`config.mk`:
```
export PLATFORM = sky130hd
export DESIGN_NAME = pid_controller_step
export DESIGN_NICKNAME = d
export VERILOG_FILES = /design/src/design/pidc_pkg.sv /design/src/design/pidc_mult.sv /design/src/design/pidc_seq.sv /design/src/design/pid_controller_step.sv
export SDC_FILE = /design/constraint.sdc
export NUM_CORES = 2
export LEC_CHECK = 0
export BUFFER_PORTS_ARGS = -buffer_cell sky130_fd_sc_hd__buf_2
export CORE_ASPECT_RATIO = 0.9
export CORE_MARGIN = 4
export CORE_UTILIZATION = 30
export DETAILED_ROUTE_END_ITERATION = 12
export GPL_ROUTABILITY_DRIVEN = 0
export GPL_TIMING_DRIVEN = 0
export PLACE_DENSITY = 0.49
export SETUP_SLACK_MARGIN = 0.5
export SLEW_MARGIN = 20
export SYNTH_ARGS = -nofsm -noshare
export SYNTH_HDL_FRONTEND = slang
export SYNTH_SLANG_ARGS = --single-unit
export TNS_END_PERCENT = 100
```
`constraint.sdc`:
```
create_clock -name clk -period 24.8 [get_ports clk]
set_input_delay 1.24 -clock clk [delete_from_list [all_inputs] [get_ports clk]]
set_output_delay 1.24 -clock clk [all_outputs]
set_load 0.01 [all_outputs]
```
`src/design/pidc_pkg.sv`:
```
`timescale 1ns / 1ps
package pidc_pkg;

    // field and datapath widths
    localparam int unsigned ErrW   = 24;
    localparam int unsigned DtW    = 24;
    localparam int unsigned GainW  = 32;
    localparam int unsigned IntegW = 48;
    localparam int unsigned LpW    = 33;   // low-pass state never leaves the error range
    localparam int unsigned DriveW = 40;
    localparam int unsigned MulAW  = 34;   // signed multiplier operand a
    localparam int unsigned MulBW  = 25;   // signed multiplier operand b
    localparam int unsigned ProdW  = 59;   // kept product bits
    localparam int unsigned AddrW  = 4;

    // reset values of the state and the gain registers
    localparam logic [GainW-1:0]         KpReset = 32'd5242880;
    localparam logic [GainW-1:0]         KiReset = 32'd1048576000;
    localparam logic [GainW-1:0]         KdReset = 32'd10486;
    localparam logic signed [LpW-1:0]    LpReset = 33'sd1677722;

    // register index, taken from paddr[3:2]
    typedef enum logic [1:0] {
        REG_KP = 2'd0,
        REG_KI = 2'd1,
        REG_KD = 2'd2
    } reg_idx_t;

    // sequencer steps, one multiply launched in each working step
    typedef enum logic [3:0] {
        ST_IDLE,
        ST_INC,
        ST_LP,
        ST_PROP,
        ST_IHI,
        ST_ILO,
        ST_DHI,
        ST_DLO,
        ST_DONE
    } st_t;

    typedef struct packed {
        st_t  st;
        logic mul_en;
        logic finish;
    } ctrl_t;

endpackage

```
`src/design/pidc_mult.sv`:
```
`timescale 1ns / 1ps
module pidc_mult (
    input  logic                                 clk,
    input  logic                                 en,
    input  logic signed [pidc_pkg::MulAW-1:0]    a,
    input  logic signed [pidc_pkg::MulBW-1:0]    b,
    output logic signed [pidc_pkg::ProdW-1:0]    prod
);

    logic signed [pidc_pkg::MulAW+pidc_pkg::MulBW-1:0] full;
    logic signed [pidc_pkg::ProdW-1:0]                 prod_reg;

    assign full = a * b;

    // operand ranges keep every product inside the kept bits
    always_ff @(posedge clk)
    begin
        if (en)
        begin
            prod_reg <= full[pidc_pkg::ProdW-1:0];
        end
    end

    assign prod = prod_reg;

endmodule

```
`src/design/pidc_seq.sv`:
```
`timescale 1ns / 1ps
module pidc_seq (
    input  logic            clk,
    input  logic            rst_n,
    input  logic            in_valid,
    input  logic            out_busy,
    output logic            in_stall,
    output pidc_pkg::ctrl_t ctrl
);

    pidc_pkg::st_t st_reg;
    pidc_pkg::st_t st_next;

    always_ff @(posedge clk or negedge rst_n)
    begin
        if (!rst_n)
        begin
            st_reg <= pidc_pkg::ST_IDLE;
        end
        else
        begin
            st_reg <= st_next;
        end
    end

    always_comb
    begin
        st_next     = st_reg;
        ctrl.st     = st_reg;
        ctrl.mul_en = 1'b1;
        ctrl.finish = 1'b0;
        unique case (st_reg)
            pidc_pkg::ST_IDLE:
            begin
                ctrl.mul_en = 1'b0;
                if (in_valid)
                begin
                    st_next = pidc_pkg::ST_INC;
                end
            end
            pidc_pkg::ST_INC:  st_next = pidc_pkg::ST_LP;
            pidc_pkg::ST_LP:   st_next = pidc_pkg::ST_PROP;
            pidc_pkg::ST_PROP: st_next = pidc_pkg::ST_IHI;
            pidc_pkg::ST_IHI:  st_next = pidc_pkg::ST_ILO;
            pidc_pkg::ST_ILO:  st_next = pidc_pkg::ST_DHI;
            pidc_pkg::ST_DHI:  st_next = pidc_pkg::ST_DLO;
            pidc_pkg::ST_DLO:  st_next = pidc_pkg::ST_DONE;
            pidc_pkg::ST_DONE:
            begin
                ctrl.mul_en = 1'b0;
                // wait here while the previous result is still held
                if (!out_busy)
                begin
                    ctrl.finish = 1'b1;
                    st_next     = pidc_pkg::ST_IDLE;
                end
            end
            default:
            begin
                ctrl.mul_en = 1'b0;
                st_next     = pidc_pkg::ST_IDLE;
            end
        endcase
    end

    assign in_stall = (st_reg != pidc_pkg::ST_IDLE);

endmodule

```
`src/design/pid_controller_step.sv`:
```
`timescale 1ns / 1ps
// pid controller step with a low-pass filtered derivative, fixed point
// input channel: in_valid / in_stall carry error_value (signed q8.16) and
//   step_time (unsigned q0.24); an item is taken when in_valid is high and
//   in_stall is low
// output channel: out_valid / out_stall carry drive_value (signed q24.16)
//   and drive_clipped, set when the drive hit the 40-bit limits
// gains kp, ki, kd (unsigned q12.20) sit on the apb port at 0x0, 0x4, 0x8;
//   pready is always high, writes to 0xc to 0xf are dropped; paddr[1:0] is ignored
// from acceptance to a valid result, the shared 34x25 multiplier is used
//   once per step for error*dt, dt*(error-x), kp*|error| and two half
//   products for each of ki*|i| and kd*|d|
// in_stall stays high for the whole sequence, so the next item waits for it;
//   a new item may be taken while the last result is still held
// if out_stall holds the previous result when the next one is done, the
//   sequencer waits in its final step until the output register frees up
// reset clears the integral, sets the filter state to 0.1 and loads the
//   default gains kp 5.0, ki 1000.0, kd about 0.01
module pid_controller_step (
    input  logic                               clk,
    input  logic                               rst_n,
    input  logic                               psel,
    input  logic                               penable,
    input  logic                               pwrite,
    input  logic [pidc_pkg::AddrW-1:0]         paddr,
    input  logic [31:0]                        pwdata,
    output logic [31:0]                        prdata,
    output logic                               pready,
    input  logic                               in_valid,
    output logic                               in_stall,
    input  logic signed [pidc_pkg::ErrW-1:0]   error_value,
    input  logic [pidc_pkg::DtW-1:0]           step_time,
    output logic                               out_valid,
    input  logic                               out_stall,
    output logic signed [pidc_pkg::DriveW-1:0] drive_value,
    output logic                               drive_clipped
);

    // configuration registers
    logic [pidc_pkg::GainW-1:0] kp_reg;
    logic [pidc_pkg::GainW-1:0] ki_reg;
    logic [pidc_pkg::GainW-1:0] kd_reg;
    logic                       cfg_wr;
    pidc_pkg::reg_idx_t         cfg_idx;

    // item and state registers
    logic signed [pidc_pkg::ErrW-1:0]   err_reg;
    logic [pidc_pkg::DtW-1:0]           dt_reg;
    logic signed [pidc_pkg::IntegW-1:0] integ_reg;
    logic signed [pidc_pkg::IntegW-1:0] integ_next;
    logic signed [pidc_pkg::LpW-1:0]    lp_reg;
    logic signed [pidc_pkg::LpW-1:0]    lp_next;
    logic [55:0]                        acc_reg;
    logic signed [36:0]                 pterm_reg;
    logic signed [36:0]                 pterm_next;
    logic signed [55:0]                 sum_reg;
    logic signed [55:0]                 sum_next;
    logic                               out_valid_reg;
    logic signed [pidc_pkg::DriveW-1:0] drive_reg;
    logic signed [pidc_pkg::DriveW-1:0] drive_next;
    logic                               clip_reg;
    logic                               clip_next;

    // sequencer and multiplier
    pidc_pkg::ctrl_t                    ctrl;
    logic                               in_take;
    logic                               out_busy;
    logic signed [pidc_pkg::MulAW-1:0]  mul_a;
    logic signed [pidc_pkg::MulBW-1:0]  mul_b;
    logic signed [pidc_pkg::ProdW-1:0]  prod;

    // datapath intermediates
    logic signed [31:0]  e24;
    logic signed [33:0]  diff;
    logic [23:0]         err_mag;
    logic [47:0]         integ_mag;
    logic [32:0]         diff_mag;
    logic signed [48:0]  inc_round;
    logic signed [48:0]  inc_shift;
    logic signed [48:0]  integ_sum;
    logic signed [58:0]  lp_round;
    logic signed [58:0]  lp_shift;
    logic [56:0]         prop_round;
    logic [56:0]         gain_acc;
    logic [57:0]         gain_round;
    logic [52:0]         term_mag;
    logic                term_neg;
    logic signed [53:0]  term;
    logic signed [55:0]  sum_final;

    // ---------------------------------------------------------------
    // apb configuration port
    // ---------------------------------------------------------------
    assign pready  = 1'b1;
    assign cfg_wr  = psel && penable && pwrite && pready;
    assign cfg_idx = pidc_pkg::reg_idx_t'(paddr[3:2]);

    always_ff @(posedge clk or negedge rst_n)
    begin
        if (!rst_n)
        begin
            kp_reg <= pidc_pkg::KpReset;
            ki_reg <= pidc_pkg::KiReset;
            kd_reg <= pidc_pkg::KdReset;
        end
        else if (cfg_wr)
        begin
            unique case (cfg_idx)
                pidc_pkg::REG_KP: kp_reg <= pwdata;
                pidc_pkg::REG_KI: ki_reg <= pwdata;
                pidc_pkg::REG_KD: kd_reg <= pwdata;
                default: ;  // unmapped address, write dropped
            endcase
        end
    end

    always_comb
    begin
        unique case (cfg_idx)
            pidc_pkg::REG_KP: prdata = kp_reg;
            pidc_pkg::REG_KI: prdata = ki_reg;
            pidc_pkg::REG_KD: prdata = kd_reg;
            default:          prdata = 32'd0;
        endcase
    end

    // ---------------------------------------------------------------
    // sequencer and shared multiplier
    // ---------------------------------------------------------------
    assign out_busy = out_valid_reg && out_stall;
    assign in_take  = in_valid && !in_stall;

    pidc_seq u_seq (
        .clk      (clk),
        .rst_n    (rst_n),
        .in_valid (in_valid),
        .out_busy (out_busy),
        .in_stall (in_stall),
        .ctrl     (ctrl)
    );

    pidc_mult u_mult (
        .clk  (clk),
        .en   (ctrl.mul_en),
        .a    (mul_a),
        .b    (mul_b),
        .prod (prod)
    );

    // ---------------------------------------------------------------
    // operand forming
    // ---------------------------------------------------------------
    assign e24      = {err_reg, 8'd0};
    // x follows the error from its side, so x and error-x stay narrow
    assign diff     = {{2{e24[31]}}, e24} - {lp_reg[32], lp_reg};
    assign err_mag  = err_reg[23] ? 24'(-err_reg) : 24'(err_reg);
    assign integ_mag = integ_reg[47] ? 48'(-integ_reg) : 48'(integ_reg);
    assign diff_mag = diff[33] ? 33'(-diff) : diff[32:0];

    always_comb
    begin
        mul_a = '0;
        mul_b = '0;
        unique case (ctrl.st)
            pidc_pkg::ST_INC:
            begin
                mul_a = {{10{err_reg[23]}}, err_reg};
                mul_b = {1'b0, dt_reg};
            end
            pidc_pkg::ST_LP:
            begin
                mul_a = diff;
                mul_b = {1'b0, dt_reg};
            end
            pidc_pkg::ST_PROP:
            begin
                mul_a = {2'b00, kp_reg};
                mul_b = {1'b0, err_mag};
            end
            pidc_pkg::ST_IHI:
            begin
                mul_a = {2'b00, ki_reg};
                mul_b = {1'b0, integ_mag[47:24]};
            end
            pidc_pkg::ST_ILO:
            begin
                mul_a = {2'b00, ki_reg};
                mul_b = {1'b0, integ_mag[23:0]};
            end
            pidc_pkg::ST_DHI:
            begin
                mul_a = {2'b00, kd_reg};
                mul_b = {16'd0, diff_mag[32:24]};
            end
            pidc_pkg::ST_DLO:
            begin
                mul_a = {2'b00, kd_reg};
                mul_b = {1'b0, diff_mag[23:0]};
            end
            default: ;
        endcase
    end

    // ---------------------------------------------------------------
    // consuming the registered product
    // ---------------------------------------------------------------

    // integral: q8.40 rounded to q24.24, saturating accumulate
    assign inc_round = prod[48:0] + 49'sd32768;
    assign inc_shift = inc_round >>> 16;
    assign integ_sum = {integ_reg[47], integ_reg} + inc_shift;

    always_comb
    begin
        if (integ_sum[48] != integ_sum[47])
        begin
            integ_next = integ_sum[48] ? {1'b1, 47'd0} : {1'b0, {47{1'b1}}};
        end
        else
        begin
            integ_next = integ_sum[47:0];
        end
    end

    // filter: x += round(dt * (e - x)), never overshoots the error
    assign lp_round = prod + 59'sd8388608;
    assign lp_shift = lp_round >>> 24;
    assign lp_next  = lp_reg + lp_shift[32:0];

    // proportional term, rounded on the magnitude
    assign prop_round = {1'b0, prod[55:0]} + 57'd524288;
    assign pterm_next = err_reg[23] ? -$signed({1'b0, prop_round[55:20]})
                                    :  $signed({1'b0, prop_round[55:20]});

    // gain term: high half product plus the low half shifted down 24
    assign gain_acc   = {1'b0, acc_reg} + {25'd0, prod[55:24]};
    assign gain_round = {1'b0, gain_acc} + 58'd8;
    assign term_mag   = gain_round[56:4];
    assign term_neg   = (ctrl.st == pidc_pkg::ST_DHI) ? integ_reg[47] : diff[33];
    assign term       = term_neg ? -$signed({1'b0, term_mag}) : $signed({1'b0, term_mag});

    assign sum_next  = {{19{pterm_reg[36]}}, pterm_reg} + {{2{term[53]}}, term};
    assign sum_final = sum_reg + {{2{term[53]}}, term};

    // output clamp to the signed 40-bit range
    always_comb
    begin
        clip_next = !((&sum_final[55:39]) || !(|sum_final[55:39]));
        if (clip_next)
        begin
            drive_next = sum_final[55] ? {1'b1, 39'd0} : {1'b0, {39{1'b1}}};
        end
        else
        begin
            drive_next = sum_final[39:0];
        end
    end

    // item capture and working registers (payload, no reset)
    always_ff @(posedge clk)
    begin
        if (in_take)
        begin
            err_reg <= error_value;
            dt_reg  <= step_time;
        end
        if (ctrl.st == pidc_pkg::ST_IHI)
        begin
            pterm_reg <= pterm_next;
        end
        if (ctrl.st == pidc_pkg::ST_ILO || ctrl.st == pidc_pkg::ST_DLO)
        begin
            acc_reg <= prod[55:0];
        end
        if (ctrl.st == pidc_pkg::ST_DHI)
        begin
            sum_reg <= sum_next;
        end
        if (ctrl.finish)
        begin
            drive_reg <= drive_next;
            clip_reg  <= clip_next;
        end
    end

    // controller state and output valid
    always_ff @(posedge clk or negedge rst_n)
    begin
        if (!rst_n)
        begin
            integ_reg     <= '0;
            lp_reg        <= pidc_pkg::LpReset;
            out_valid_reg <= 1'b0;
        end
        else
        begin
            if (ctrl.st == pidc_pkg::ST_LP)
            begin
                integ_reg <= integ_next;
            end
            if (ctrl.st == pidc_pkg::ST_PROP)
            begin
                lp_reg <= lp_next;
            end
            if (ctrl.finish)
            begin
                out_valid_reg <= 1'b1;
            end
            else if (!out_stall)
            begin
                out_valid_reg <= 1'b0;
            end
        end
    end

    assign out_valid     = out_valid_reg;
    assign drive_value   = drive_reg;
    assign drive_clipped = clip_reg;

endmodule

```
==> flow_summary.json <==
{
  "io_pins": 167,
  "finalCritPeriodShare_pct": 65.3,
  "critPathLaunch": "lp_reg[0]",
  "critical_path.reg2reg.endpoint": "u_mult.prod[56]",
  "antenna_violations_before_repair": 13,
  "synth_enable_flop_cells": 294,
  "drt-initial-drc-count": 5627,
  "hold_buffers": 0,
  "pin_count_of_the_biggest_net_entering_global_routing": 93,
  "cts_post_setup_buffers_inserted": 0,
  "layout-drive-gt1-share_pct": 7.50,
  "clock_tree_from_tritoncts": "done",
  "cts.reportedPaths.clkPinSlew_ps": 60,
  "pre_cts_slack_ps": 9090,
  "post_synth_num_cell_types": 102,
  "core_region_area_um2": 219000,
  "placementRows": 163,
  "global_route.usage.met3_pct": 6.24,
  "setup.worst_path.class": "reg2reg",
  "synth_ff_type": "sky130_fd_sc_hd__edfxtp_1",
  "finalHoldViolations": 0,
  "start_util_pct": 30.2,
  "worst_setup_path_endpoint": "u_mult.prod[56]",
  "setup_viol": 0,
  "numPortBuffers": 161,
  "dieWidth_um": 503,
  "ctsRootBufferMaster": "sky130_fd_sc_hd__clkbuf_16",
  "seq_area_um2": 13400,
  "clock_sink_count": 476,
  "grt_usage_pct": 21.5,
  "synth_seq_area_share_pct": 20.3,
  "ff2ff_setup_slack_ps": 8610,
  "ant_nets": 0,
  "numCtsBuffers": 57,
  "setup_slack_ps": 8610,
  "clk_latency_ps": 720,
  "synthCells": 7305,
  "htree_levels": 2,
  "syn-mean-instance-area_um2": 9.04,
  "net_count_after_synthesis": 8655,
  "critical_path_cell_count": 39,
  "grt_first_pass_wirelength_mm": 368,
  "grtUsageMet1_pct": 31.5,
  "nets": 8899,
  "placed_cell_area_um2": 71000,
  "fp.dieH_um": 453,
  "area_growth_syn_to_layout_pct": 10.6,
  "worst_path_dominant_cell_family": "compound AO/OA/AOI/OAI gates",
  "worst-slew-pin-transition_ps": 1230,
  "result_of_the_run": "complete, no violations",
  "timing.critical_path.arrival_ps": 16580,
  "grt_pass1_vias": 55392,
  "crit_buf_inv": 6,
  "critPathRequiredTime_ps": 25190,
  "whs_ps": 355,
  "detailedRoute.firstPassIterationCount": 10,
  "unrepaired_setup_endpoints_after_global_routing": "false",
  "largest_reg_flops": 57,
  "async_flop_share_pct": 38.2,
  "most-common-layout-cells": "1,091 x sky130_fd_sc_hd__nand2_1, 889 x sky130_fd_sc_hd__inv_1, 818 x sky130_fd_sc_hd__fa_1",
  "critPathMaxStageDelay_ps": 950,
  "crit_path_start_kind": "register",
  "setup-tns-final_ps": 0,
  "synth.ff_latch_count": 476,
  "fill_cells": 22900,
  "routedWlPerCell_um": 23.7,
  "critical_path_sink_type": "register",
  "slowest_cell_on_the_critical_path": "sky130_fd_sc_hd__clkbuf_1",
  "floorplan.die_area_um2": 228000,
  "cts_repair_resizes": 0,
  "synthesis.area_um2": 66000,
  "max_slew_margin_pct": 18.2,
  "synth-warning-count": 0,
  "hold_path_class": "in2async",
  "remaining_global_route_overflow": 0,
  "drt_drc_violations_left": 0,
  "finalClockSkew_ps": 101,
  "overall_via_count_from_detail_route": 55847,
  "via_per_inst": 5.33,
  "grt.busiest_layer": "met1",
  "r2r_cells": 39,
  "place_hpwl_mm": 207,
  "postRouteWirelength_mm": 249,
  "clock_tree.buffer_depth": 3,
  "critical_path.max_fanout": 10,
  "multiInputGateArea_um2": 48000,
  "finalMaxSlewViolations": 0,
  "design_area_um2": 73000,
  "final_period_minus_worst_setup_slack_ps": 16190,
  "fmax_ghz": 0.0618,
  "r2r_start": "lp_reg[0]",
  "maxCapViolCount": 0,
  "grtUsageMet2_pct": 30.4,
  "cpMostUsedCell": "sky130_fd_sc_hd__fa_1",
  "layout_commonest_cell": "sky130_fd_sc_hd__nand2_1"
}
-- area by class of cell --
| type | count | share of cell area, % |
|---|---|---|
| buffer | 355 | 1.95 |
| tap | 2887 | 4.95 |
| clock inverter | 45 | 0.785 |
| timing repair buffer | 185 | 1.64 |
| inverter | 894 | 4.60 |
| antenna | 1 | 0.00343 |
| multi-input combinational | 5580 | 65.7 |
| clock buffer | 63 | 1.98 |
| sequential | 476 | 18.4 |
-- how the worst min path moves through the flow --
stage / from / end / slack (ps) / depth (start not counted)
final: rst_n / kp_reg[26] / 360 / 1
after global routing: rst_n / kp_reg[26] / 330 / 1
after CTS: rst_n / kp_reg[26] / 310 / 1
after detailed placement: u_mult.prod[11] / acc_reg[11] / 400 / 0
after global placement: u_mult.prod[4] / acc_reg[4] / 410 / 0
after floorplan: u_mult.prod[0] / acc_reg[0] / 400 / 0
-- kinds of logic after synthesis --
group	Yosys count	share of synthesized area [%]
adder cells (fa/ha/maj)	1270	33.3
flip-flops	476	20.3
XOR/XNOR	555	7.38
AO/OA/AOI/OAI	1471	14.5
other	1	0.00568
buffers and inverters	1249	7.24
AND/OR/NAND/NOR	2110	14.4
multiplexers	173	2.85
-- Yosys cell counts, types with 14 or more instances --
cell	count	area, µm²
sky130_fd_sc_hd__a211o_1	14	123
sky130_fd_sc_hd__a211oi_1	41	308
sky130_fd_sc_hd__a21o_1	143	1070
sky130_fd_sc_hd__a21oi_1	339	1700
sky130_fd_sc_hd__a221o_1	24	240
sky130_fd_sc_hd__a221oi_1	22	193
sky130_fd_sc_hd__a222oi_1	29	290
sky130_fd_sc_hd__a31oi_1	36	225
sky130_fd_sc_hd__and2_1	86	538
sky130_fd_sc_hd__and3_1	41	257
sky130_fd_sc_hd__and4_1	17	149
sky130_fd_sc_hd__buf_2	49	245
sky130_fd_sc_hd__clkbuf_1	288	1080
sky130_fd_sc_hd__dfrtp_1	155	3880
sky130_fd_sc_hd__dfstp_2	27	709
sky130_fd_sc_hd__edfxtp_1	294	8830
sky130_fd_sc_hd__fa_1	819	16400
sky130_fd_sc_hd__ha_1	440	5510
sky130_fd_sc_hd__inv_1	892	3350
sky130_fd_sc_hd__mux2_2	120	1350
sky130_fd_sc_hd__mux2i_1	53	531
sky130_fd_sc_hd__nand2_1	1091	4100
sky130_fd_sc_hd__nand2b_1	51	319
sky130_fd_sc_hd__nand3_1	110	551
sky130_fd_sc_hd__nand4_1	63	394
sky130_fd_sc_hd__nor2_1	343	1290
sky130_fd_sc_hd__nor2b_1	67	419
sky130_fd_sc_hd__nor3_1	97	485
sky130_fd_sc_hd__nor4_1	22	138
sky130_fd_sc_hd__o211ai_1	27	203
sky130_fd_sc_hd__o21a_1	46	345
sky130_fd_sc_hd__o21ai_0	408	2040
sky130_fd_sc_hd__o21ai_1	27	135
sky130_fd_sc_hd__o21bai_1	43	323
sky130_fd_sc_hd__o221ai_1	21	184
sky130_fd_sc_hd__o22ai_1	22	138
sky130_fd_sc_hd__o31ai_1	52	390
sky130_fd_sc_hd__o41ai_1	22	193
sky130_fd_sc_hd__or2_2	22	138
sky130_fd_sc_hd__or3_1	39	244
sky130_fd_sc_hd__or4_1	21	158
sky130_fd_sc_hd__xnor2_1	345	3020
sky130_fd_sc_hd__xor2_1	209	1830
-- worst reg2reg max path: cells and delay by family, from the launching register on --
| kind | cells | cell delay [ps] |
|---|---|---|
| AOI/OAI and AO/OA | 13 | 4930 |
| xor gates and xnor gates | 3 | 1340 |
| adders and majority gates | 9 | 4770 |
| buffers and inverters | 6 | 1680 |
| DFF | 1 | 510 |
| and+or+nand+nor | 8 | 2720 |
-- metal layers --
layer	wire [µm]	share of wire (%)
met2	99800	40
met4	9240	3.7
met3	27000	11
met5	29	0.012
met1	113000	45
-- metrics by stage --
step	std cells	util [%]
floorplan	7305	-
detailed placement	10377	32.4
CTS	10485	33.3
finish	10486	33.3
global placement	10353	32.2
global route	10485	33.3
Power is left out: the tool's default activity adds up to more than one toggle a clock period on the data nets, which glitch-free logic cannot reach.
